===== config.mk =====
export PLATFORM = sky130hd
export DESIGN_NAME = svnb_norm
export DESIGN_NICKNAME = d
export VERILOG_FILES = /design/src/design/svnb_pkg.sv /design/src/design/svnb_norm.sv
export SDC_FILE = /design/constraint.sdc
export NUM_CORES = 2
export LEC_CHECK = 0
export BUFFER_PORTS_ARGS = -buffer_cell sky130_fd_sc_hd__buf_2
export CAP_MARGIN = 20
export CORE_MARGIN = 5
export CORE_UTILIZATION = 40
export CTS_BUF_LIST = sky130_fd_sc_hd__clkbuf_4 sky130_fd_sc_hd__clkbuf_8 sky130_fd_sc_hd__clkbuf_16
export DETAILED_ROUTE_END_ITERATION = 10
export PLACE_DENSITY_LB_ADDON = 0.15
export SLEW_MARGIN = 20
export SYNTH_ARGS = -nofsm -noshare
export SYNTH_HDL_FRONTEND = slang
export SYNTH_SLANG_ARGS = --single-unit

===== constraint.sdc =====
create_clock -name clk -period 10.15 [get_ports clk]
set_clock_uncertainty 0.05 [all_clocks]
set_input_delay 0.5075 -clock clk [delete_from_list [all_inputs] [get_ports clk]]
set_output_delay 0.5075 -clock clk [all_outputs]
set_load 0.01 [all_outputs]

===== src/design/svnb_pkg.sv =====
// ---------------------------------------------------------------------------
// svnb_pkg
// Types, constants and helpers shared by the smooth vertex normal builder.
// ---------------------------------------------------------------------------
`timescale 1ns / 1ps
`default_nettype none

package svnb_pkg;

    localparam int VERT_AW  = 10;
    localparam int NUM_VERT = 1 << VERT_AW;
    localparam int SRC_AW   = 10;
    localparam int QDEPTH   = 4;
    localparam int QAW      = 2;

    localparam logic signed [15:0] UNIT_MAX = 16'sd32767;

    typedef enum logic [1:0] {
        CMD_LOAD  = 2'd0,
        CMD_TRI   = 2'd1,
        CMD_QUERY = 2'd2,
        CMD_NONE  = 2'd3
    } cmd_t;

    typedef struct packed {
        cmd_t               cmd;
        logic signed [15:0] pos_x;
        logic signed [15:0] pos_y;
        logic signed [15:0] pos_z;
        logic signed [10:0] source_index;
        logic [9:0]         vert_a;
        logic [9:0]         vert_b;
        logic [9:0]         vert_c;
    } req_t;

    typedef struct packed {
        logic               start;
        logic signed [36:0] vx;
        logic signed [36:0] vy;
        logic signed [36:0] vz;
    } norm_req_t;

    typedef struct packed {
        logic               done;
        logic               nonzero;
        logic signed [15:0] nx;
        logic signed [15:0] ny;
        logic signed [15:0] nz;
    } norm_rsp_t;

    typedef enum logic [3:0] {
        S_CLEAR,
        S_IDLE,
        S_LOAD,
        S_TRD,
        S_TCAP,
        S_TMUL,
        S_TNST,
        S_TNORM,
        S_TACC,
        S_TVS,
        S_TSS,
        S_QRD,
        S_QLK,
        S_QSEL,
        S_QNORM,
        S_QOUT
    } back_state_t;

    typedef enum logic [2:0] {
        N_IDLE,
        N_SHIFT,
        N_SQ,
        N_SQRT,
        N_DPREP,
        N_DIV,
        N_FIN
    } norm_state_t;

    function automatic logic link_ok(input logic signed [10:0] s, input logic [10:0] cnt);
        return !s[10] && ({1'b0, s[9:0]} < cnt);
    endfunction

    function automatic logic [31:0] sat_add(input logic [31:0] a, input logic signed [15:0] b);
        logic [32:0] t;
        t = {a[31], a} + {{17{b[15]}}, b};
        if (t[32] != t[31])
        begin
            return t[32] ? 32'h8000_0000 : 32'h7fff_ffff;
        end
        return t[31:0];
    endfunction

    function automatic logic [95:0] sat_add3(input logic [95:0] s, input logic signed [15:0] x,
                                             input logic signed [15:0] y,
                                             input logic signed [15:0] z);
        return {sat_add(s[95:64], z), sat_add(s[63:32], y), sat_add(s[31:0], x)};
    endfunction

endpackage

`default_nettype wire


===== src/design/svnb_norm.sv =====
// ---------------------------------------------------------------------------
// svnb_norm
// Iterative Q1.15 vector normalizer: range shift, sum of squares, bit-pair
// square root and three restoring divides.
// ---------------------------------------------------------------------------
`timescale 1ns / 1ps
`default_nettype none

module svnb_norm (
    input  logic                clk,
    input  logic                rst_n,
    input  svnb_pkg::norm_req_t req,
    output svnb_pkg::norm_rsp_t rsp
);
    import svnb_pkg::*;

    norm_state_t state_reg, state_next;

    logic [35:0] m_reg [3];
    logic [2:0]  neg_reg;
    logic [35:0] mx_reg;
    logic        nz_reg;
    logic [1:0]  sq_reg;
    logic [63:0] prod_reg;
    logic [63:0] acc_reg;
    logic [63:0] s_reg;
    logic [63:0] r_reg;
    logic [63:0] bit_reg;
    logic [47:0] num_reg [3];
    logic [31:0] rem_reg [3];
    logic [16:0] q_reg [3];
    logic [4:0]  dv_reg;

    logic signed [36:0] vin [3];
    logic [36:0]        av  [3];
    logic [35:0]        mx_in;
    logic [63:0]        rb;
    logic [31:0]        sq_op;
    logic [47:0]        num_in [3];
    logic [32:0]        t   [3];
    logic               ge  [3];
    logic [15:0]        qs  [3];
    logic signed [15:0] nout [3];

    assign vin[0] = req.vx;
    assign vin[1] = req.vy;
    assign vin[2] = req.vz;

    always_comb
    begin
        for (int i = 0; i < 3; i++)
        begin
            av[i] = vin[i][36] ? 37'(-vin[i]) : vin[i];
        end
        mx_in = av[0][35:0];
        if (av[1][35:0] > mx_in)
        begin
            mx_in = av[1][35:0];
        end
        if (av[2][35:0] > mx_in)
        begin
            mx_in = av[2][35:0];
        end
    end

    assign rb    = r_reg + bit_reg;
    assign sq_op = (sq_reg == 2'd0) ? m_reg[0][31:0] :
                   (sq_reg == 2'd1) ? m_reg[1][31:0] : m_reg[2][31:0];

    always_comb
    begin
        for (int i = 0; i < 3; i++)
        begin
            num_in[i] = {1'b0, m_reg[i][31:0], 15'd0} + {17'd0, r_reg[31:1]};
            t[i]    = {rem_reg[i], num_reg[i][16]};
            ge[i]   = t[i] >= {1'b0, r_reg[31:0]};
            qs[i]   = (q_reg[i] > 17'd32767) ? UNIT_MAX : q_reg[i][15:0];
            nout[i] = neg_reg[i] ? -$signed(qs[i]) : $signed(qs[i]);
        end
    end

    assign rsp.done    = (state_reg == N_FIN);
    assign rsp.nonzero = nz_reg;
    assign rsp.nx      = nout[0];
    assign rsp.ny      = nout[1];
    assign rsp.nz      = nout[2];

    always_ff @(posedge clk or negedge rst_n)
    begin
        if (!rst_n)
        begin
            state_reg <= N_IDLE;
        end
        else
        begin
            state_reg <= state_next;
        end
    end

    always_comb
    begin
        state_next = state_reg;
        unique case (state_reg)
            N_IDLE:
            begin
                if (req.start)
                begin
                    state_next = (mx_in == '0) ? N_FIN : N_SHIFT;
                end
            end
            N_SHIFT:
            begin
                if (mx_reg <= 36'h0_8000_0000 && mx_reg >= 36'h0_4000_0000)
                begin
                    state_next = N_SQ;
                end
            end
            N_SQ:
            begin
                if (sq_reg == 2'd3)
                begin
                    state_next = N_SQRT;
                end
            end
            N_SQRT:
            begin
                if (bit_reg == 64'd1)
                begin
                    state_next = N_DPREP;
                end
            end
            N_DPREP:
            begin
                state_next = N_DIV;
            end
            N_DIV:
            begin
                if (dv_reg == 5'd16)
                begin
                    state_next = N_FIN;
                end
            end
            N_FIN:
            begin
                state_next = N_IDLE;
            end
            default:
            begin
                state_next = N_IDLE;
            end
        endcase
    end

    always_ff @(posedge clk)
    begin
        case (state_reg)
            N_IDLE:
            begin
                // result stays valid until the next start
                if (req.start)
                begin
                    for (int i = 0; i < 3; i++)
                    begin
                        m_reg[i]   <= av[i][35:0];
                        neg_reg[i] <= vin[i][36];
                    end
                    mx_reg <= mx_in;
                    nz_reg <= (mx_in != '0);
                    sq_reg <= '0;
                end
            end
            N_SHIFT:
            begin
                if (mx_reg > 36'h0_8000_0000)
                begin
                    mx_reg <= mx_reg >> 1;
                    for (int i = 0; i < 3; i++)
                    begin
                        m_reg[i] <= m_reg[i] >> 1;
                    end
                end
                else if (mx_reg < 36'h0_4000_0000)
                begin
                    mx_reg <= mx_reg << 1;
                    for (int i = 0; i < 3; i++)
                    begin
                        m_reg[i] <= m_reg[i] << 1;
                    end
                end
            end
            N_SQ:
            begin
                sq_reg   <= sq_reg + 1'b1;
                prod_reg <= sq_op * sq_op;
                if (sq_reg == 2'd1)
                begin
                    acc_reg <= prod_reg;
                end
                else if (sq_reg == 2'd2)
                begin
                    acc_reg <= acc_reg + prod_reg;
                end
                s_reg   <= acc_reg + prod_reg;
                r_reg   <= '0;
                bit_reg <= 64'h4000_0000_0000_0000;
            end
            N_SQRT:
            begin
                if (s_reg >= rb)
                begin
                    s_reg <= s_reg - rb;
                    r_reg <= (r_reg >> 1) + bit_reg;
                end
                else
                begin
                    r_reg <= r_reg >> 1;
                end
                bit_reg <= bit_reg >> 2;
            end
            N_DPREP:
            begin
                for (int i = 0; i < 3; i++)
                begin
                    num_reg[i] <= num_in[i];
                    rem_reg[i] <= {1'b0, num_in[i][47:17]};
                    q_reg[i]   <= '0;
                end
                dv_reg <= '0;
            end
            N_DIV:
            begin
                for (int i = 0; i < 3; i++)
                begin
                    rem_reg[i] <= ge[i] ? 32'(t[i] - {1'b0, r_reg[31:0]}) : t[i][31:0];
                    q_reg[i]   <= {q_reg[i][15:0], ge[i]};
                    num_reg[i] <= num_reg[i] << 1;
                end
                dv_reg <= dv_reg + 1'b1;
            end
            default:
            begin
            end
        endcase
    end

endmodule

`default_nettype wire


# Word level (Yosys, flattened, before mapping)
# Memory sizes are Yosys's and may differ from the RTL's.
# Cells that the tools add are included.
[totals]
ff_bits = 370
ramBits = 399
output_inout_bits = 50
word_cells = 162
mem_count = 4
[classes]
addsub = 18
mul = 1
order_cmp = 13
n_eq_ne = 18
n_mux = 66
bitwise_logic = 15
n_reduce_logical = 16
[memory_table]
columns = ["name", "depth", "word_bits", "rd", "rd_ports_with_merged_regs", "write_ports", "line_no", "text"]
rows = [
  ["num_reg", 3, 48, 3, 0, 3, "svnb_norm.sv:29", "logic [47:0] num_reg [3];"],
  ["m_reg", 3, 36, 3, 0, 3, "svnb_norm.sv:19", "logic [35:0] m_reg [3];"],
  ["rem_reg", 3, 32, 3, 0, 3, "svnb_norm.sv:30", "logic [31:0] rem_reg [3];"],
  ["q_reg", 3, 17, 3, 0, 3, "svnb_norm.sv:31", "logic [16:0] q_reg [3];"],
]
[ops]
columns = ["op", "n"]
rows = [
  ["2-to-1 mux 36 bit", 14],
  ["one-hot mux 64 bit (2 select lines)", 3],
  ["2-to-1 mux 32 bit", 8],
  ["2-to-1 mux 64 bit", 4],
  ["adder 47 x 31 -> 48 bit", 3],
  ["2-to-1 mux 48 bit", 3],
  ["adder 64 bit", 2],
  ["negator 36 bit", 3],
  [">= comparator 33 x 32 -> 1 bit", 3],
  ["2-to-1 mux 16 bit", 6],
  ["subtractor 32 bit", 3],
  ["greater-than comparator 36 bit", 2],
  ["one-hot mux 36 bit (2 select lines)", 1],
  ["adder 63 x 64 -> 64 bit", 1],
  ["equality test 64 x 1 -> 1 bit (second input constant)", 1],
  [">= comparator 64 bit", 1],
  ["multiplier 32 x 32 -> 64 bit", 1],
  ["subtractor 64 bit", 1],
  ["greater-than comparator 17 x 15 -> 1 bit (second input constant)", 3],
  ["2-to-1 mux 17 bit", 3],
  ["negator 16 bit", 3],
  [">= comparator 36 x 31 -> 1 bit (second input constant)", 1],
  ["greater-than comparator 36 x 32 -> 1 bit (second input constant)", 1],
  ["<= comparator 36 x 32 -> 1 bit (second input constant)", 1],
  ["other kinds (27)", 75],
]

# Logic depth before layout (Yosys ltp)
[depth]
word_depth = 10
mapped_depth = 41
depth_no_buf = 37

# Least setup slack after synthesis
# OpenSTA, ideal clock, no wires.
[synth_timing]
path_kind = "register -> register"
startpoint = "register sq_reg[1]"
endpoint = "register prod_reg[60], data pin"
setup_time_ns = 0.260
arrival_time_ns = 9.428
required_time_ns = 9.840
slack_ns = 0.412
path_stages_with_launch = 40
n_path_buf = 4
synth_period_minus_slack_ns = 9.738
cell_sequence = "edfxtp_1 inv_1 ha_1 clkbuf_1 buf_1 clkbuf_1 mux2i_1 o21a_1 inv_1 clkbuf_1 nand2_1 fa_1 inv_1 fa_1 inv_1 fa_1 inv_1 fa_1 (+4 left out) fa_1 inv_1 fa_1 inv_1 ha_1 nand2_1 o21ai_0 or4_1 nor2_1 a21oi_1 o21ai_0 nand3_1 a311oi_1 o21ba_2 o21ai_0 a221o_1 a21oi_1 xnor2_1"
[synth_via]
elab_chain_len = 4
[synth_lines]
columns = ["item", "line_no", "text"]
rows = [
  ["start: declaration", "svnb_norm.sv:23", "logic [1:0] sq_reg;"],
  ["start signal: assignment", "svnb_norm.sv:193", "sq_reg <= sq_reg + 1'b1;"],
  ["equality test 2 x 1 -> 1 bit", "svnb_norm.sv:68", "(sq_reg == 2'd1) ? m_reg[1][31:0] : m_reg[2][31:0];"],
  ["2-to-1 mux 32 bit", "svnb_norm.sv:68", ""],
  ["2-to-1 mux 32 bit (*)", "svnb_norm.sv:67", "assign sq_op = (sq_reg == 2'd0) ? m_reg[0][31:0] :"],
  ["multiplier 32 x 32 -> 64 bit (*)", "svnb_norm.sv:194", "prod_reg <= sq_op * sq_op;"],
  ["end signal: assignment", "svnb_norm.sv:194", ""],
  ["end: declaration", "svnb_norm.sv:24", "logic [63:0] prod_reg;"],
]
# Mark *: on every way between the ends. The rest lies on a longest branch, timed or not.
# A chain may end at the register's enable or synchronous reset.

# Final worst setup path
[layout_timing]
startpoint = "register sq_reg[1]"
endpoint = "register prod_reg[61], data pin"
# Same word-level chain as after synthesis.

==> run summary <==
Commonest non-fill, non-tap cell in the layout - inv_1
Worst hold-check path type - primary input to async pin
Critical path launch point type - flip-flop
Slew Limit Headroom - 26.99%
Router iterations before antenna repair - 6
DRT Wirelength - 268900 µm
Max reg flops - 108
Max_cap viols - 0
Worst EP required - 10.50 ns
CTS Root Buffer Type - clkbuf_16
Vias in the first global route - 63580
Overall die width - 455.7 µm
Placed cell count - 11550
# IOs - 164
Fin crit share - 97.40%
CP most frequent cell - fa_1
CTS buffer count - 83
Critical path arrival - 10.24 ns
Measured slew at the worst slew-check pin - 1.068 ns
RSZ-0062 raised after global routing - true
Max Freq - 101.2 MHz
Die Height - 455.7 µm
Synth-to-Final Area Change - 9.829%
Mapped Area - 0.07947 mm²
Post-detail-place hpwl - 215900 µm
Sequential-to-total area share from yosys stat - 23.14%
DR DRC count - 0
Cells after synthesis - 8839
CP Capture Type - flip-flop
Outcome - finished, final reports clean
Synth Flop Type - edfxtp_1
Placer Congestion - 0.9615
Worst setup path class - flip-flop to flip-flop
Starting Density - 40.25%
Die ar. - 0.2077 mm²
Post-Place Worst Slack - 0.07543 ns
CTS tree - built
Critical-path top delay cell - fa_1
Wire length per cell - 22.97 µm
Gr ovfl total - 0
Clock latency on the worst-skew pair - 0.73 ns
First-pass GRT wire length - 402600 µm
Yosys reg bits - 613
Filler cell count - 19550
Total track usage - 25.16%
Hold Vio Cnt, Final - 0
Fin worst setup slack - 0.2641 ns
Clk slew on worst S/H paths - 0.06 ns
H-tree depth - 3
Maximum number of pins on one net before global-route repair - 110
Post-route core utilization - 44.21%
I/O Buffers - 163
First DRT Iteration DRCs - 5756
Vias - 64810
Antenna Nets Post-Route - 0
Mapped Nets - 10460
Deepest clock path buffer count - 3
Slowest Stage Delay on Critical Path - 0.70 ns
Area of the core - 0.1974 mm²
Layout cell share with drive strength beyond 1 - 8.089%
# clock sinks - 613
EDFF count, synth - 610
Post-route insts no fill - 11710
Ys async rst share - 0.4894%
Vias per cell - 5.536
Commonest non-fill, non-tap cells in the layout - 1204 x inv_1, 898 x nand2_1, 826 x fa_1
Initial antenna violation count - 13
Max FO, Critical Path - 11
Nets@finish - 10620
Max-slew violation count - 0
Setup Viol. Count Final - 0
# rows - 163
YS warnings - 0
Mean Syn Cell Area - 8.991 µm²
Setup TNS - 0 ns
Yosys cell types - 87
Tmin final - 9.886 ns
## synth_stat cells, drive strengths merged, types with 44 or more instances
master | instances | area, µm²
xnor2 | 314 | 2750
edfxtp | 610 | 18320
o21a | 72 | 540.5
and2 | 47 | 296.5
a31oi | 83 | 519.3
xor2 | 256 | 2250
a21oi | 511 | 2561
nand4 | 76 | 475.5
a211oi | 104 | 785.8
clkbuf | 316 | 1186
fa | 827 | 16560
mux2i | 135 | 1351
o21ai | 518 | 2600
inv | 1210 | 4542
nand2b | 69 | 431.7
nand2 | 903 | 3390
a21o | 202 | 1516
or3 | 52 | 325.3
nor2b | 71 | 444.2
o31ai | 71 | 575.6
nand3 | 102 | 510.5
nor3 | 106 | 530.5
or2 | 44 | 275.3
nor2 | 798 | 2995
ha | 681 | 8521
o211ai | 58 | 435.4
o21bai | 58 | 435.4
and3 | 124 | 775.7
## routing by layer
metal / routed length [µm] / up-vias / global-route usage, %
met4: 6193 / 6 / 5.427
li1: - / 30330 / -
met2: 115400 / 2137 / 37.78
met3: 21550 / 297 / 4.472
met5: 22 / - / 0
met1: 125800 / 32040 / 37.82
## final timing paths
| path | from | end | slack (ns) | cells after the start |
|---|---|---|---|---|
| setup reg to reg | sq_reg[1] | prod_reg[61] | 0.26 | 31 |
| min in group clk | req[74] | m_reg[0][0] | 0.24 | 3 |
| max in group asynchronous | rst_n | state_reg[0] | 9.69 | 2 |
| hold reg to reg | num_reg[0][98] | num_reg[0][99] | 0.47 | 2 |
| hold / removal | rst_n | state_reg[1] | 0.24 | 2 |
| setup / recovery | sq_reg[1] | prod_reg[61] | 0.26 | 31 |
## cells by family after synthesis
family                     count (synthesis)  synth area share [%]
buffers and inverters                   1570                 7.472
DFF                                      613                 23.14
muxes                                    173                 2.244
xor gates and xnor gates                 570                 6.291
and+or+nand+nor                         2501                 14.21
adders and majority gates               1508                 31.55
AOI/OAI and AO/OA                       1904                 15.08
## critical path: cells and delay by family (launching register included)
| kind | cells | cell delay [ns] |
|---|---|---|
| adders and majority gates | 10 | 4.97 |
| AOI/OAI and AO/OA | 6 | 1.40 |
| and+or+nand+nor | 6 | 1.39 |
| buffers and inverters | 7 | 0.98 |
| muxes | 2 | 0.41 |
| DFF | 1 | 0.38 |
## per-stage QoR
step,instance area (µm²),hold WS [ns]
global placement,84420,0.2620
detailed placement,84440,0.2662
floorplan,79470,0.1619
global route,87270,0.1954
CTS,87120,0.1838
finish,87280,0.2352
## what timing repair did
item / 4_1_cts / 5_1_grt
endpoints found under the hold margin: 3 / 0
hold buffers: 1 / 0
setup endpoints to repair: 0 / 12
gates resized for setup: 0 / 19
setup buffers: 0 / 5
## cell type report
type	count	area, µm²	area share, %
inverter	1221	4596	5.265
sequential	613	18390	21.07
antenna	6	15.01	0.01720
tap	2640	3303	3.785
clock inverter	56	513.0	0.5877
clock buffer	94	2160	2.474
multi-input combinational	6656	55370	63.44
timing repair buffer	422	2927	3.353
Power is left out: the tool's default activity adds up to more than one toggle a clock period on the data nets, which glitch-free logic cannot reach.
