<file path="src/design/svnb_pkg.sv">
// ---------------------------------------------------------------------------
// svnb_pkg
// Types, constants and helpers shared by the smooth vertex normal builder.
// ---------------------------------------------------------------------------
`timescale 1ns / 1ps
`default_nettype none

package svnb_pkg;

    localparam int VERT_AW  = 10;
    localparam int NUM_VERT = 1 << VERT_AW;
    localparam int SRC_AW   = 10;
    localparam int QDEPTH   = 4;
    localparam int QAW      = 2;

    localparam logic signed [15:0] UNIT_MAX = 16'sd32767;

    typedef enum logic [1:0] {
        CMD_LOAD  = 2'd0,
        CMD_TRI   = 2'd1,
        CMD_QUERY = 2'd2,
        CMD_NONE  = 2'd3
    } cmd_t;

    typedef struct packed {
        cmd_t               cmd;
        logic signed [15:0] pos_x;
        logic signed [15:0] pos_y;
        logic signed [15:0] pos_z;
        logic signed [10:0] source_index;
        logic [9:0]         vert_a;
        logic [9:0]         vert_b;
        logic [9:0]         vert_c;
    } req_t;

    typedef struct packed {
        logic               start;
        logic signed [36:0] vx;
        logic signed [36:0] vy;
        logic signed [36:0] vz;
    } norm_req_t;

    typedef struct packed {
        logic               done;
        logic               nonzero;
        logic signed [15:0] nx;
        logic signed [15:0] ny;
        logic signed [15:0] nz;
    } norm_rsp_t;

    typedef enum logic [3:0] {
        S_CLEAR,
        S_IDLE,
        S_LOAD,
        S_TRD,
        S_TCAP,
        S_TMUL,
        S_TNST,
        S_TNORM,
        S_TACC,
        S_TVS,
        S_TSS,
        S_QRD,
        S_QLK,
        S_QSEL,
        S_QNORM,
        S_QOUT
    } back_state_t;

    typedef enum logic [2:0] {
        N_IDLE,
        N_SHIFT,
        N_SQ,
        N_SQRT,
        N_DPREP,
        N_DIV,
        N_FIN
    } norm_state_t;

    function automatic logic link_ok(input logic signed [10:0] s, input logic [10:0] cnt);
        return !s[10] && ({1'b0, s[9:0]} < cnt);
    endfunction

    function automatic logic [31:0] sat_add(input logic [31:0] a, input logic signed [15:0] b);
        logic [32:0] t;
        t = {a[31], a} + {{17{b[15]}}, b};
        if (t[32] != t[31])
        begin
            return t[32] ? 32'h8000_0000 : 32'h7fff_ffff;
        end
        return t[31:0];
    endfunction

    function automatic logic [95:0] sat_add3(input logic [95:0] s, input logic signed [15:0] x,
                                             input logic signed [15:0] y,
                                             input logic signed [15:0] z);
        return {sat_add(s[95:64], z), sat_add(s[63:32], y), sat_add(s[31:0], x)};
    endfunction

endpackage

`default_nettype wire

</file>
<file path="src/design/svnb_front.sv">
// ---------------------------------------------------------------------------
// svnb_front
// Request intake: decodes the stream request and queues it for the back end.
// ---------------------------------------------------------------------------
`timescale 1ns / 1ps
`default_nettype none

module svnb_front (
    input  logic          clk,
    input  logic          rst_n,
    input  logic          hold,
    input  logic          s_tvalid,
    output logic          s_tready,
    input  logic [95:0]   s_tdata,
    input  logic [1:0]    s_tuser,
    output logic          q_valid,
    output svnb_pkg::req_t q_entry,
    input  logic          q_pop
);
    import svnb_pkg::*;

    req_t           buf_reg [QDEPTH];
    logic [QAW-1:0] wp_reg;
    logic [QAW-1:0] rp_reg;
    logic [QAW:0]   cnt_reg;
    req_t           dec;
    logic           push;

    always_comb
    begin
        dec.cmd          = cmd_t'(s_tuser);
        dec.pos_x        = s_tdata[15:0];
        dec.pos_y        = s_tdata[31:16];
        dec.pos_z        = s_tdata[47:32];
        dec.source_index = s_tdata[58:48];
        dec.vert_a       = s_tdata[68:59];
        dec.vert_b       = s_tdata[78:69];
        dec.vert_c       = s_tdata[88:79];
    end

    assign s_tready = (cnt_reg != (QAW+1)'(QDEPTH)) && !hold;
    // unused command code is taken and dropped
    assign push     = s_tvalid && s_tready && (dec.cmd != CMD_NONE);
    assign q_valid  = (cnt_reg != '0);
    assign q_entry  = buf_reg[rp_reg];

    always_ff @(posedge clk)
    begin
        if (push)
        begin
            buf_reg[wp_reg] <= dec;
        end
    end

    always_ff @(posedge clk or negedge rst_n)
    begin
        if (!rst_n)
        begin
            wp_reg  <= '0;
            rp_reg  <= '0;
            cnt_reg <= '0;
        end
        else
        begin
            if (push)
            begin
                wp_reg <= wp_reg + 1'b1;
            end
            if (q_pop)
            begin
                rp_reg <= rp_reg + 1'b1;
            end
            if (push && !q_pop)
            begin
                cnt_reg <= cnt_reg + 1'b1;
            end
            else if (!push && q_pop)
            begin
                cnt_reg <= cnt_reg - 1'b1;
            end
        end
    end

endmodule

`default_nettype wire

</file>
<file path="config.mk">
export PLATFORM = sky130hd
export DESIGN_NAME = svnb_front
export DESIGN_NICKNAME = d
export VERILOG_FILES = /design/src/design/svnb_pkg.sv /design/src/design/svnb_front.sv
export SDC_FILE = /design/constraint.sdc
export NUM_CORES = 1
export LEC_CHECK = 0
export BUFFER_PORTS_ARGS = -buffer_cell sky130_fd_sc_hd__buf_4
export CAP_MARGIN = 20
export CELL_PAD_IN_SITES_DETAIL_PLACEMENT = 0
export CELL_PAD_IN_SITES_GLOBAL_PLACEMENT = 1
export CORE_ASPECT_RATIO = 1.75
export CORE_MARGIN = 2
export CORE_UTILIZATION = 55
export CTS_BUF_LIST = sky130_fd_sc_hd__clkbuf_8
export CTS_CLUSTER_SIZE = 25
export DETAILED_ROUTE_END_ITERATION = 10
export PLACE_DENSITY_LB_ADDON = 0.1
export SYNTH_ARGS = -nofsm -noshare
export SYNTH_HDL_FRONTEND = slang
export SYNTH_SLANG_ARGS = --single-unit
</file>
<file path="constraint.sdc">
create_clock -name clk -period 9.1 [get_ports clk]
set_clock_uncertainty 0.1 [all_clocks]
set_input_delay 0 -clock clk [delete_from_list [all_inputs] [get_ports clk]]
set_output_delay 0 -clock clk [all_outputs]
set_load 0.005 [all_outputs]
</file>
# Word level (Yosys, flattened, before mapping)
# Memory sizes are Yosys's and may differ from the RTL's.
# Cells that the tools add are included.
# totals
ff_bits	7
latch_bits	0
ramBits	364
mem_bits_ro	0
memories	1
# memory_table
memory	words	width	rd	rd_clocked_by_memory_dff	write_ports	line_no	source
buf_reg	4	91	1	0	1	svnb_front.sv:22	req_t buf_reg [QDEPTH];
# classes
add_sub_neg	4
n_mul	0
n_div	0
magnitude_cmp	0
eq_ne	2
shifts	0
mux	4
bitwise	0
reduce_logical	10
# op_table
op	n
2-to-1 mux 3 bit	2
logical AND 1 bit	5
adder 2 x 1 -> 2 bit, second input constant	2
adder 3 x 1 -> 3 bit, second input constant	1
logical NOT 1 bit	3
!= test 3 bit, second input constant	1
nonzero test 3 bit	1
subtractor 3 x 1 -> 3 bit, second input constant	1
2-to-1 mux 1 bit	2
!= test 2 bit, second input constant	1
nonzero test 2 bit	1

# Depth between registers and ports, before layout
# Gate-level depths: netlist of run 1.
# depth
depth_word	8
mapped_depth	8
mapped_depth_nobuf	8

# Least setup slack after synthesis of run 1
# Ideal clock, no wire load.
# synth_timing
path_type	register to register
start	reg cnt_reg[0]
end	mem buf_reg[0][0] (netlist bit) (enable)
setup_time_ns	0.460
t_arrival_ns	3.002
required_time_ns	8.540
slack_ns	5.538
path_stages_with_launch	4
n_path_buf	0
period_less_slack_ns	3.562
path_cell_list	dfrtp_1 nor2_1 a211oi_4 and2_1
# synth_between
elab_chain_cells	6
# synth_rtl
element	line_no	source
start: declaration	svnb_front.sv:25	logic [QAW:0] cnt_reg;
start signal: assignment	svnb_front.sv:75	cnt_reg <= cnt_reg + 1'b1;
start signal: assignment	svnb_front.sv:79	cnt_reg <= cnt_reg - 1'b1;
!= test 3 bit	svnb_front.sv:41	assign s_tready = (cnt_reg != (QAW+1)'(QDEPTH)) && !hold;
logical AND 1 bit	svnb_front.sv:41	
logical AND 1 bit (2 in a row)	svnb_front.sv:43	assign push = s_tvalid && s_tready && (dec.cmd != CMD_NONE);
net push	svnb_front.sv:27	logic push;
2-to-1 mux 1 bit	svnb_front.sv:49	if (push)
2-to-1 mux 1 bit (implied by the code)	svnb_front.sv:51	buf_reg[wp_reg] <= dec;
end: declaration	svnb_front.sv:22	
# The timed path passes the listed nets, and every way through them passes these cells.

==> tab_implementation.tex, run 1 <==
\begin{tabular}{lr}
\hline
Metric & Value \\
\hline
\multicolumn{2}{l}{\textbf{Placement}} \\
Routability cong. & 0.7337 \\
Buffers on Ports & 188 \\
Placed wire-length estimate & 14.30 mm \\
Cell area reported after detailed placement & 15,280 um2 \\
\multicolumn{2}{l}{\textbf{Worst setup path}} \\
Type of origin of the critical path & register \\
Required time reported for the critical path endpoint & 9000 ps \\
Largest fanout on the critical path & 35 \\
Worst Path Class, Setup & register to output port \\
Number of cell instances on the worst register-to-register path & 4 \\
Crit end category & output port \\
Signal arrival time at the worst endpoint & 3430 ps \\
\multicolumn{2}{l}{\textbf{Die}} \\
Number of I/O pins & 196 \\
Number of rows in the core area & 76 \\
Placeable Area & 24,440 um2 \\
DIE HEIGHT & 211.7 um \\
Die area & 25,970 um2 \\
Effective utilization at floorplan & 0.5548 \\
Die Width & 122.7 um \\
\multicolumn{2}{l}{\textbf{Synth}} \\
Number of instances in the synthesized netlist & 511 \\
Warning count from the yosys run & 0 \\
Synthesized area divided by synthesized cell count & 26.53 um2 \\
Cell variety after synth & 20 \\
Register bit total from synthesis & 371 \\
Yosys top cell by area & edfxtp\_1 \\
Post-synthesis sequential area ratio & 0.8190 \\
Top-area cell type share of the netlist area & 0.8061 \\
Mapped Nets & 620 \\
Leading post-synthesis cells by cell area & edfxtp\_1, mux4\_2, dfrtp\_1, buf\_6, ha\_1 \\
Total standard cell area after synthesis & 13,560 um2 \\
\multicolumn{2}{l}{\textbf{Route}} \\
Vias post-DR & 6,424 \\
Count of unresolved DRC violations after routing & 0 \\
Routed WL per cell & 21.40 um \\
Aggregate routed wire length & 25.29 mm \\
DRT iter0 DRCs & 477 \\
Number of nets with antenna violations after detailed routing & 0 \\
Number of detailed-routing iterations run before antenna repair & 4 \\
Vias per std cell & 5.435 \\
\multicolumn{2}{l}{\textbf{Cells and area}} \\
Post-layout instance area & 17,170 um2 \\
Count of nets after finishing & 943 \\
Area growth, synth to finish & 26.63\% \\
Area used by sequential logic in the layout & 11,110 um2 \\
Area occupied by multi-input gates & 2295 um2 \\
Share of post-route cells with drive strength above 1 & 0.4131 \\
Filler cell count & 1,486 \\
Max reg flops & 364 \\
\multicolumn{2}{l}{\textbf{CTS}} \\
Number of clock sinks seen by CTS & 371 \\
Clock Latency Late Sink & 570 ps \\
Number of hold buffers added after cts & 96 \\
Post-cts repair resize count & 0 \\
Maximum clock path buffer count & 3 \\
Post-CTS Repair Setup Buffers & 0 \\
Clock Pin Slew Worst Setup and Hold Paths & 70 ps \\
Clock tree from TritonCTS & built \\
Number of CTS-inserted buffers & 50 \\
CTS H-tree depth & 2 \\
Cell chosen for the clock root & clkbuf\_8 \\
\multicolumn{2}{l}{\textbf{STA}} \\
Fin crit share & 0.3880 \\
Number of max-slew violations in the final report & 0 \\
Final setup TNS & 0 ps \\
Min cycle time layout & 3530 ps \\
Slew of the pin with the lowest slew margin & 805.4 ps \\
Count of final hold-check violations & 0 \\
Worst max-slew margin expressed relative to the limit & 0.4631 \\
Maximum clock frequency & 283.3 MHz \\
Final setup viols & 0 \\
RSZ-0062 raised after global routing & no \\
\multicolumn{2}{l}{\textbf{Power and ir drop}} \\
Peak supply drop & 0.1876 mV \\
Clock group share of total power & 0.256 \\
Fraction of power spent switching nets & 0.2598 \\
Switching power & 1183 uW \\
Pwr dens & 265.2 nW/um2 \\
Part of the power in combinational logic & 0.272 \\
Part of the power in registers & 0.473 \\
Leakage & 0.005964 uW \\
Internal power contribution & 3370 uW \\
\multicolumn{2}{l}{\textbf{Global route}} \\
Initial antenna violation count & 1 \\
Pin count of the biggest net entering global routing & 53 \\
Global route overflow & 0 \\
Via count of the first global-routing pass & 7,287 \\
Overall routing resource usage & 0.2038 \\
Global-route wire length before repair & 39.30 mm \\
\multicolumn{2}{l}{\textbf{Worst hold path}} \\
Worst hold path cell count & 2 \\
Path category of the worst min-delay check & primary input to register \\
\multicolumn{2}{l}{\textbf{Status}} \\
Outcome & finished, final reports clean \\
\multicolumn{2}{l}{\textbf{Run}} \\
Max cap viols & 0 \\
\hline
\end{tabular}
-- Yosys cell counts (all sizes together) --
library cell	count
a211oi	1
a21bo	1
a21oi	1
and2	4
buf	19
clkbuf	1
dfrtp	7
edfxtp	364
fa	1
ha	5
inv	4
mux2	2
mux4	91
nand2	1
nor2	2
or3	1
xnor2	3
xor2	3
-- power groups by stage --
stage	clock network, uW	logic (uW)	registers [uW]
floorplan	0	760	2110
global placement	0	1210	2180
global route	1260	1330	2170
finish	1160	1240	2150
CTS	1200	1270	2160
detailed placement	0	1230	2200
-- placed cells by master (no fill, tap or decap) --
| master | synthesis | layout |
|---|---|---|
| mux4_2 | 91 | 91 |
| clkbuf_8 | 0 | 57 |
| clkinv_1 | 0 | 7 |
| edfxtp_1 | 364 | 364 |
| dfrtp_1 | 7 | 5 |
| fa_1 | 1 | 1 |
| ha_1 | 5 | 5 |
| nand2_1 | 1 | 1 |
| and2_4 | 0 | 4 |
| nor2_1 | 2 | 2 |
| or3_1 | 1 | 1 |
| diode_2 | 0 | 1 |
| dfrtp_4 | 0 | 2 |
| mux2_2 | 2 | 2 |
| inv_1 | 4 | 21 |
| bufinv_16 | 0 | 1 |
| xnor2_1 | 3 | 3 |
| xor2_1 | 3 | 3 |
| dlygate4sd3_1 | 0 | 96 |
| a211oi_4 | 1 | 1 |
| a21oi_1 | 1 | 1 |
| clkinv_2 | 0 | 5 |
| a21bo_2 | 1 | 1 |
| buf_4 | 2 | 195 |
-- worst paths after layout --
check	start	end	slack, ps
setup / recovery	rp_reg[0]$_DFFE_PN0P_	q_entry[65]	5570
hold / removal	s_tdata[25]	buf_reg[2][66]$_DFFE_PP_	70
setup reg to reg	cnt_reg[0]$_DFFE_PN0P_	buf_reg[2][42]$_DFFE_PP_	6320
hold reg to reg	cnt_reg[0]$_DFFE_PN0P_	cnt_reg[0]$_DFFE_PN0P_	460
max in group asynchronous	rst_n	rp_reg[0]$_DFFE_PN0P_	8310
min in group asynchronous	rst_n	rp_reg[1]$_DFFE_PN0P_	300
-- critical path: stages, from the launching register on --
cell and delay, ps:
dfrtp_4 770, buf_4 630, buf_4 680, mux4_2 600, buf_4 150
-- routing by layer --
metal  global-route usage  wire, um  vias up
li1                     -         -     2852
met5                    0         0        -
met4              0.08403       700        0
met1               0.2488      9417     3332
met3              0.04230      1269       40
met2               0.3519     13910      200
-- cell type report --
cell class,count,share of cell area
Clock inverter,30,0.008453
Tap cell,312,0.02274
Antenna cell,1,0.0001457
Inverter,4,0.0008744
Clock buffer,57,0.04569
Timing Repair Buffer,291,0.1412
Multi-Input combinational cell,116,0.1336
Sequential cell,371,0.6472
-- logic make-up after synthesis --
group,count (synthesis),synth area share
DFF,371,0.8190
xor gates and xnor gates,6,0.003876
buffers and inverters,24,0.01246
and+or+nand+nor,8,0.003137
muxes,93,0.1528
adders and majority gates,6,0.006090
AOI/OAI and AO/OA,3,0.002583
-- metrics by stage --
stage	worst slack, ps	hold slack [ps]	cells	total power [uW]	util
2_1_floorplan	5538	-395.6	511	2874	-
3_3_place_gp	5981	-279.8	998	3395	0.6251
4_1_cts	5313	23.85	1181	4628	0.7025
3_5_place_dp	5961	-273.7	998	3426	0.6251
5_1_grt	5184	48.83	1182	4773	0.7026
6_report	5570	70.70	1182	4553	0.7026
(Power assumes the default switching activity.)
==> run 2: changes to the inputs <==
--- a/config.mk
+++ b/config.mk
@@ -11,7 +11,7 @@
 export CELL_PAD_IN_SITES_GLOBAL_PLACEMENT = 1
 export CORE_ASPECT_RATIO = 1.75
 export CORE_MARGIN = 2
-export CORE_UTILIZATION = 55
+export CORE_UTILIZATION = 52
 export CTS_BUF_LIST = sky130_fd_sc_hd__clkbuf_8
 export CTS_CLUSTER_SIZE = 25
 export DETAILED_ROUTE_END_ITERATION = 10
==> constraint.sdc (replaced) <==
create_clock -name clk -period 3.4 [get_ports clk]
set_clock_uncertainty 0.1 [all_clocks]
set_input_delay 0 -clock clk [delete_from_list [all_inputs] [get_ports clk]]
set_output_delay 0 -clock clk [all_outputs]
set_load 0.005 [all_outputs]
==> run 2 against run 1 <==
  * Clock-buffer cell count down 2
  * Routed wire length rose by 1.4%
  * First-iteration DRC count decreased by 24%
  * Cell area rose by 0.53%
  * Worst setup slack worse by 4900 ps
  * Global-route usage decreased by 1.2 points
  * Critical path type unchanged
  * Largest power group unchanged
==> tab_implementation.tex, run 2 (synthesis results as in run 1) <==
\begin{tabular}{lr}
\hline
Metric & Value \\
\hline
\multicolumn{2}{l}{\textbf{Global route}} \\
Global route overflow & 0 (unchanged) \\
Initial antenna violation count & 0 (was 1) \\
Overall routing resource usage & 0.1917 (was 0.2038) \\
Pin count of the biggest net entering global routing & 55 (was 53) \\
Via count of the first global-routing pass & 7,334 (was 7,287) \\
Global-route wire length before repair & 39.99 mm (was 39.30 mm) \\
\multicolumn{2}{l}{\textbf{Placement}} \\
Placed Instances & 1,014 (was 998) \\
Placed wire-length estimate & 15.19 mm (was 14.30 mm) \\
Routability cong. & 0.7356 (was 0.7337) \\
Buffers on Ports & 188 (unchanged) \\
\multicolumn{2}{l}{\textbf{Cells and area}} \\
Count of nets after finishing & 950 (was 943) \\
Leading cell type in the layout, fill and taps excluded & edfxtp\_1 (unchanged) \\
Share of the core filled with cells in the final layout & 0.6700 (was 0.7026) \\
Number of standard cells in the final layout excluding fillers & 1,192 (was 1,182) \\
Highest-count cells in the layout ignoring fill and taps & edfxtp\_1, buf\_4, dlygate4sd3\_1, mux4\_2, clkbuf\_8 (unchanged) \\
\# diodes & 0 (was 1) \\
Max reg flops & 364 (unchanged) \\
Area growth, synth to finish & 27.30\% (was 26.63\%) \\
Share of post-route cells with drive strength above 1 & 0.4163 (was 0.4131) \\
\multicolumn{2}{l}{\textbf{CTS}} \\
Cell chosen for the clock root & clkbuf\_8 (unchanged) \\
Number of clock sinks seen by CTS & 371 (unchanged) \\
CTS H-tree depth & 2 (unchanged) \\
Number of CTS-inserted buffers & 49 (was 50) \\
Clock tree from TritonCTS & built (unchanged) \\
Post-cts repair resize count & 0 (unchanged) \\
Number of hold buffers added after cts & 96 (unchanged) \\
Clock Latency Late Sink & 580 ps (was 570 ps) \\
Maximum clock path buffer count & 3 (unchanged) \\
Post-CTS Repair Setup Buffers & 0 (unchanged) \\
Clock Pin Slew Worst Setup and Hold Paths & 60 ps (was 70 ps) \\
\multicolumn{2}{l}{\textbf{Route}} \\
Number of detailed-routing iterations run before antenna repair & 4 (unchanged) \\
Count of unresolved DRC violations after routing & 0 (unchanged) \\
Vias per std cell & 5.407 (was 5.435) \\
DRT iter0 DRCs & 361 (was 477) \\
Number of nets with antenna violations after detailed routing & 0 (unchanged) \\
Routed WL per cell & 21.52 um (was 21.40 um) \\
Vias post-DR & 6,445 (was 6,424) \\
Aggregate routed wire length & 25.66 mm (was 25.29 mm) \\
\multicolumn{2}{l}{\textbf{Die}} \\
Die area & 27,430 um2 (was 25,970 um2) \\
Placeable Area & 25,760 um2 (was 24,440 um2) \\
DIE HEIGHT & 217.6 um (was 211.7 um) \\
Number of I/O pins & 196 (unchanged) \\
Effective utilization at floorplan & 0.5263 (was 0.5548) \\
Die Width & 126.1 um (was 122.7 um) \\
Number of rows in the core area & 78 (was 76) \\
\multicolumn{2}{l}{\textbf{Power and ir drop}} \\
Leakage & 0.005989 uW (was 0.005964 uW) \\
Pwr dens & 705.5 nW/um2 (was 265.2 nW/um2) \\
Peak supply drop & 0.4281 mV (was 0.1876 mV) \\
Overall power & 12,180 uW (was 4553 uW) \\
\multicolumn{2}{l}{\textbf{STA}} \\
RSZ-0062 raised after global routing & no (unchanged) \\
Final setup TNS & 0 ps (unchanged) \\
Min cycle time layout & 2705 ps \\
Fin crit share & 0.7957 \\
Number of max-slew violations in the final report & 0 (unchanged) \\
Worst max-slew margin expressed relative to the limit & 0.5080 (was 0.4631) \\
Count of final hold-check violations & 0 (unchanged) \\
Final setup viols & 0 (unchanged) \\
Maximum clock frequency & 369.6 MHz \\
Slew of the pin with the lowest slew margin & 738.0 ps (was 805.4 ps) \\
\multicolumn{2}{l}{\textbf{Worst setup path}} \\
Signal arrival time at the worst endpoint & 2610 ps (was 3430 ps) \\
Type of origin of the critical path & register (unchanged) \\
Crit end category & output port (unchanged) \\
Worst Path Class, Setup & register to output port (unchanged) \\
Largest fanout on the critical path & 34 (was 35) \\
Required time reported for the critical path endpoint & 3300 ps (was 9000 ps) \\
\multicolumn{2}{l}{\textbf{Run}} \\
Max cap viols & 0 (unchanged) \\
\multicolumn{2}{l}{\textbf{Status}} \\
Outcome & finished, final reports clean (unchanged) \\
\multicolumn{2}{l}{\textbf{Worst hold path}} \\
Path category of the worst min-delay check & primary input to register (unchanged) \\
\hline
\end{tabular}
-- run 2: cell count changes in the layout (fill, tap and decap cells not counted) --
cell	change
buf_4	+1
clkbuf_8	-2
clkinv_2	-2
clkinvlp_4	+1
diode_2	-1
buf_12	+7
bufinv_16	-1
inv_1	-1
-- run 2: critical path, cell delays in order, from the launching register on --
cell and delay, ps:
dfrtp_4 890, buf_4 370, mux4_2 570, buf_4 160
-- run 2: final cells by class --
class | count | area [um2]
inverter | 4 | 15.01
multi-input combinational | 116 | 2295
clock inverter | 27 | 108.9
tap | 320 | 400.4
fill | 1758 | 8503
clock buffer | 55 | 757.0
sequential | 371 | 11110
timing repair buffer | 299 | 2572
-- run 2: report_power, final --
part / total (uW) / switching, uW / leakage, uW / internal [uW]
clock network: 2970 / 1510 / 0.000504 / 1460
registers: 5810 / 351 / 0.00337 / 5460
logic: 3400 / 1350 / 0.00211 / 2050
total: 12200 / 3200 / 0.00599 / 8980
-- run 2: path summary, 6_finish.rpt --
path	endpoint	slack [ps]	depth (start not counted)	from
min in group asynchronous	wp_reg[1]$_DFFE_PN0P_	290	3	rst_n
worst min register to register	cnt_reg[0]$_DFFE_PN0P_	460	1	cnt_reg[0]$_DFFE_PN0P_
worst min-delay path	rp_reg[0]$_DFFE_PN0P_	60	3	q_pop
worst max register to register	buf_reg[2][68]$_DFFE_PP_	1110	4	cnt_reg[0]$_DFFE_PN0P_
worst max-delay path	q_entry[58]	690	3	rp_reg[0]$_DFFE_PN0P_
max in group asynchronous	rp_reg[0]$_DFFE_PN0P_	2620	3	rst_n
-- run 2: through the flow --
| stage | hold slack, ps | instance area [um2] | setup slack [ps] |
|---|---|---|---|
| 2_1_floorplan | -395.6 | 13560 | 831.5 |
| 3_3_place_gp | -283.7 | 15430 | 1096 |
| 3_5_place_dp | -278.7 | 15430 | 1012 |
| 4_1_cts | 7.046 | 17260 | 567.0 |
| 5_1_grt | 36.40 | 17260 | 491.6 |
| 6_report | 57.19 | 17260 | 694.7 |
-- run 2: metal layers --
metal | wire (um) | track usage | vias up
li1 | - | - | 2859
met1 | 9696 | 0.2271 | 3364
met5 | 0 | 0 | -
met3 | 1345 | 0.04441 | 39
met4 | 555 | 0.06484 | 0
met2 | 14060 | 0.3446 | 183
==> run 3: changes to the inputs <==
--- a/config.mk
+++ b/config.mk
@@ -11,7 +11,7 @@
 export CELL_PAD_IN_SITES_GLOBAL_PLACEMENT = 1
 export CORE_ASPECT_RATIO = 1.75
 export CORE_MARGIN = 2
-export CORE_UTILIZATION = 52
+export CORE_UTILIZATION = 47
 export CTS_BUF_LIST = sky130_fd_sc_hd__clkbuf_8
 export CTS_CLUSTER_SIZE = 25
 export DETAILED_ROUTE_END_ITERATION = 10
==> constraint.sdc (replaced) <==
create_clock -name clk -period 2.48 [get_ports clk]
set_clock_uncertainty 0.1 [all_clocks]
set_input_delay 0 -clock clk [delete_from_list [all_inputs] [get_ports clk]]
set_output_delay 0 -clock clk [all_outputs]
set_load 0.005 [all_outputs]
==> run 3 against run 2 <==
  * Flip-flop and latch count unchanged
  * First-iteration DRC count up 4.2%
  * Clock-buffer cell count down 2
  * Non-clock buffer count up 5
  * Sequential share of layout area down 0.75 points
  * Sequential power up 34%
  * Register-to-register slack worse by 710 ps
  * Critical path depth unchanged
  * Power up 38%
  * Core utilization down 5.8 points
  * Routed wire length up 4.8%
  * Die area up 10%
  * Critical path type unchanged
  * Highest routed layer unchanged
==> tab_implementation.tex, run 3 (synthesis results as in run 1) <==
\begin{tabular}{lr}
\hline
Metric & Value \\
\hline
\multicolumn{2}{l}{\textbf{Status}} \\
Outcome & finished, final reports clean (unchanged) \\
\multicolumn{2}{l}{\textbf{Die}} \\
Number of rows in the core area & 82 (was 78) \\
Die Width & 132.4 um (was 126.1 um) \\
DIE HEIGHT & 228.7 um (was 217.6 um) \\
Effective utilization at floorplan & 0.4754 (was 0.5263) \\
Die area & 30,280 um2 (was 27,430 um2) \\
Placeable Area & 28,520 um2 (was 25,760 um2) \\
Number of I/O pins & 196 (unchanged) \\
\multicolumn{2}{l}{\textbf{Worst setup path}} \\
CP startpoint & rp\_reg[1]\$\_DFFE\_PN0P\_ (was rp\_reg[0]\$\_DFFE\_PN0P\_) \\
Cell at the slowest stage of the critical path & dfrtp\_4 (unchanged) \\
Reg-to-reg slack, setup & 400 ps (was 1110 ps) \\
Type of origin of the critical path & register (unchanged) \\
Signal arrival time at the worst endpoint & 2170 ps (was 2610 ps) \\
Cell class contributing the biggest share of worst-path delay & flip-flops (unchanged) \\
Number of cell instances on the worst register-to-register path & 8 (was 4) \\
Critical Path Stages & 3 (unchanged) \\
Critical register-to-register path startpoint & cnt\_reg[0]\$\_DFFE\_PN0P\_ (unchanged) \\
Worst Path Buf+Inv & 2 (unchanged) \\
Required time reported for the critical path endpoint & 2380 ps (was 3300 ps) \\
Endpoint of the lowest-slack register-to-register path & cnt\_reg[2]\$\_DFFE\_PN0P\_ (was buf\_reg[2][68]\$\_DFFE\_PP\_) \\
Crit end category & output port (unchanged) \\
Worst Path Class, Setup & register to output port (unchanged) \\
Series of cell instances along the critical path & buf\_12, mux4\_2, buf\_4 (was buf\_4, mux4\_2, buf\_4) \\
Largest stage delay on the critical path & 730 ps (was 890 ps) \\
Largest fanout on the critical path & 34 (unchanged) \\
Worst setup path end & q\_entry[7] (was q\_entry[58]) \\
\multicolumn{2}{l}{\textbf{Placement}} \\
Cell area reported after detailed placement & 15,620 um2 (was 15,430 um2) \\
Placed wire-length estimate & 15.82 mm (was 15.19 mm) \\
Routability cong. & 0.7164 (was 0.7356) \\
Buffers on Ports & 188 (unchanged) \\
\multicolumn{2}{l}{\textbf{Route}} \\
Aggregate routed wire length & 26.90 mm (was 25.66 mm) \\
Vias per std cell & 5.156 (was 5.407) \\
DRT iter0 DRCs & 376 (was 361) \\
Number of nets with antenna violations after detailed routing & 0 (unchanged) \\
Count of unresolved DRC violations after routing & 0 (unchanged) \\
Number of detailed-routing iterations run before antenna repair & 4 (unchanged) \\
Routed WL per cell & 21.33 um (was 21.52 um) \\
Vias post-DR & 6,502 (was 6,445) \\
\multicolumn{2}{l}{\textbf{STA}} \\
Final setup viols & 0 (unchanged) \\
Worst max-slew margin expressed relative to the limit & 0.6852 (was 0.5080) \\
RSZ-0062 raised after global routing & no (unchanged) \\
Count of final hold-check violations & 0 (unchanged) \\
Slew of the pin with the lowest slew margin & 472.2 ps (was 738.0 ps) \\
Worst hold slack after final layout & 64.42 ps (was 57.19 ps) \\
Min cycle time layout & 2268 ps \\
Maximum clock frequency & 441.0 MHz \\
Fin crit share & 0.9144 \\
Number of max-slew violations in the final report & 0 (unchanged) \\
\multicolumn{2}{l}{\textbf{Global route}} \\
Global route overflow & 0 (unchanged) \\
Met2 Use GR & 0.3238 (was 0.3446) \\
Global-route wire length before repair & 41.70 mm (was 39.99 mm) \\
Overall routing resource usage & 0.1815 (was 0.1917) \\
Most heavily used metal layer in global routing & met2 (unchanged) \\
Initial antenna violation count & 0 (unchanged) \\
GR Layer Usage met3 & 0.03659 (was 0.04441) \\
Met1 track utilization from global routing & 0.2214 (was 0.2271) \\
Pin count of the biggest net entering global routing & 42 (was 55) \\
Via count of the first global-routing pass & 7,401 (was 7,334) \\
\multicolumn{2}{l}{\textbf{Power and ir drop}} \\
Internal power contribution & 12,350 uW (was 8975 uW) \\
Part of the power in registers & 0.460 (was 0.477) \\
Pwr dens & 965.5 nW/um2 (was 705.5 nW/um2) \\
Fraction of power spent switching nets & 0.2677 (was 0.2630) \\
Peak supply drop & 0.5638 mV (was 0.4281 mV) \\
Leakage & 0.006041 uW (was 0.005989 uW) \\
Clock group share of total power & 0.243 (was 0.244) \\
Part of the power in combinational logic & 0.296 (was 0.279) \\
Switching power & 4515 uW (was 3203 uW) \\
\multicolumn{2}{l}{\textbf{Cells and area}} \\
Area growth, synth to finish & 28.81\% (was 27.30\%) \\
Area used by sequential logic in the layout & 11,110 um2 (unchanged) \\
Max reg flops & 364 (unchanged) \\
\# diodes & 0 (unchanged) \\
Filler cell count & 2,110 (was 1,758) \\
Highest-count cells in the layout ignoring fill and taps & edfxtp\_1, buf\_4, dlygate4sd3\_1, mux4\_2, clkbuf\_8 (unchanged) \\
Count of nets after finishing & 957 (was 950) \\
Post-layout instance area & 17,470 um2 (was 17,260 um2) \\
Area occupied by multi-input gates & 2295 um2 (unchanged) \\
Share of post-route cells with drive strength above 1 & 0.4202 (was 0.4163) \\
Leading cell type in the layout, fill and taps excluded & edfxtp\_1 (unchanged) \\
\multicolumn{2}{l}{\textbf{Worst hold path}} \\
Path category of the worst min-delay check & primary input to register (unchanged) \\
Start point of the worst hold path & s\_tdata[9] (was q\_pop) \\
\multicolumn{2}{l}{\textbf{CTS}} \\
CTS H-tree depth & 2 (unchanged) \\
Maximum clock path buffer count & 3 (unchanged) \\
Number of CTS-inserted buffers & 51 (was 49) \\
Number of clock sinks seen by CTS & 371 (unchanged) \\
Cell chosen for the clock root & clkbuf\_8 (unchanged) \\
Clock tree from TritonCTS & built (unchanged) \\
Clock Latency Late Sink & 570 ps (was 580 ps) \\
Clock Pin Slew Worst Setup and Hold Paths & 60 ps (about the same) \\
\multicolumn{2}{l}{\textbf{Run}} \\
Max cap viols & 0 (unchanged) \\
\hline
\end{tabular}
run 3: cell types whose count changed in the layout (fill, tap and decap cells not counted), sizes merged:
cell / change
inv: -3
clkbuf: -2
clkinv: +12
buf: +5
clkinvlp: -1
run 3: power groups by stage:
stage               logic, uW  registers (uW)  clock network, uW
floorplan                2790            7730                  0
global placement         4850            7920                  0
detailed placement       4910            7970                  0
CTS                      5150            7780               4250
global route             5370            7820               4490
finish                   5000            7770               4100
run 3: worst register-to-register path, delay by kind of cell, from the launching register on:
kind | cells | cell delay [ps]
adder cells (fa/ha/maj) | 2 | 590
XOR/XNOR | 2 | 320
AO/OA/AOI/OAI | 1 | 260
buffers and inverters | 1 | 60
AND/OR/NAND/NOR | 2 | 240
flip-flops | 1 | 430
run 3: worst min-delay path by stage:
stage               depth (start not counted)  slack [ps]                        to
floorplan                                   0        -400    cnt_reg[0]$_DFFE_PN0P_
global placement                            1        -280    cnt_reg[0]$_DFFE_PN0P_
detailed placement                          1        -280    cnt_reg[1]$_DFFE_PN0P_
CTS                                         2          20  buf_reg[2][59]$_DFFE_PP_
global route                                2          40  buf_reg[2][78]$_DFFE_PP_
finish                                      2          60  buf_reg[0][82]$_DFFE_PP_
run 3: cell type report:
class                      count  area share
sequential                   371      0.6363
timing repair buffer         304      0.1545
multi-input combinational    116      0.1314
clock buffer                  53     0.04177
tap                          378     0.02708
clock inverter                35    0.008167
inverter                       4   0.0008597
run 3: through the flow:
step | TNS (ps) | setup WS, ps | utilization | instances | total power [uW]
after floorplan | -32200 | -88.47 | - | 511 | 10520
after global placement | 0 | 464.2 | 0.5476 | 1075 | 12770
after detailed placement | 0 | 361.3 | 0.5476 | 1075 | 12880
after CTS | 0 | 120.6 | 0.6123 | 1261 | 17180
after global routing | 0 | 117.4 | 0.6123 | 1261 | 17670
final | 0 | 212.4 | 0.6123 | 1261 | 16860
run 3: layer usage:
layer	share of wire	routed length, um	vias to the layer above
met5	0	0	-
met4	0.022	599	0
met3	0.047	1275	44
met2	0.54	14580	177
met1	0.39	10450	3401
li1	-	-	2880
run 3: repair_timing:
item                                   CTS  global route
hold buffers                            96             0
endpoints found under the hold margin  379             0
resized for setup                        0             0
setup endpoints to repair               29             0
buffers inserted                         2             0
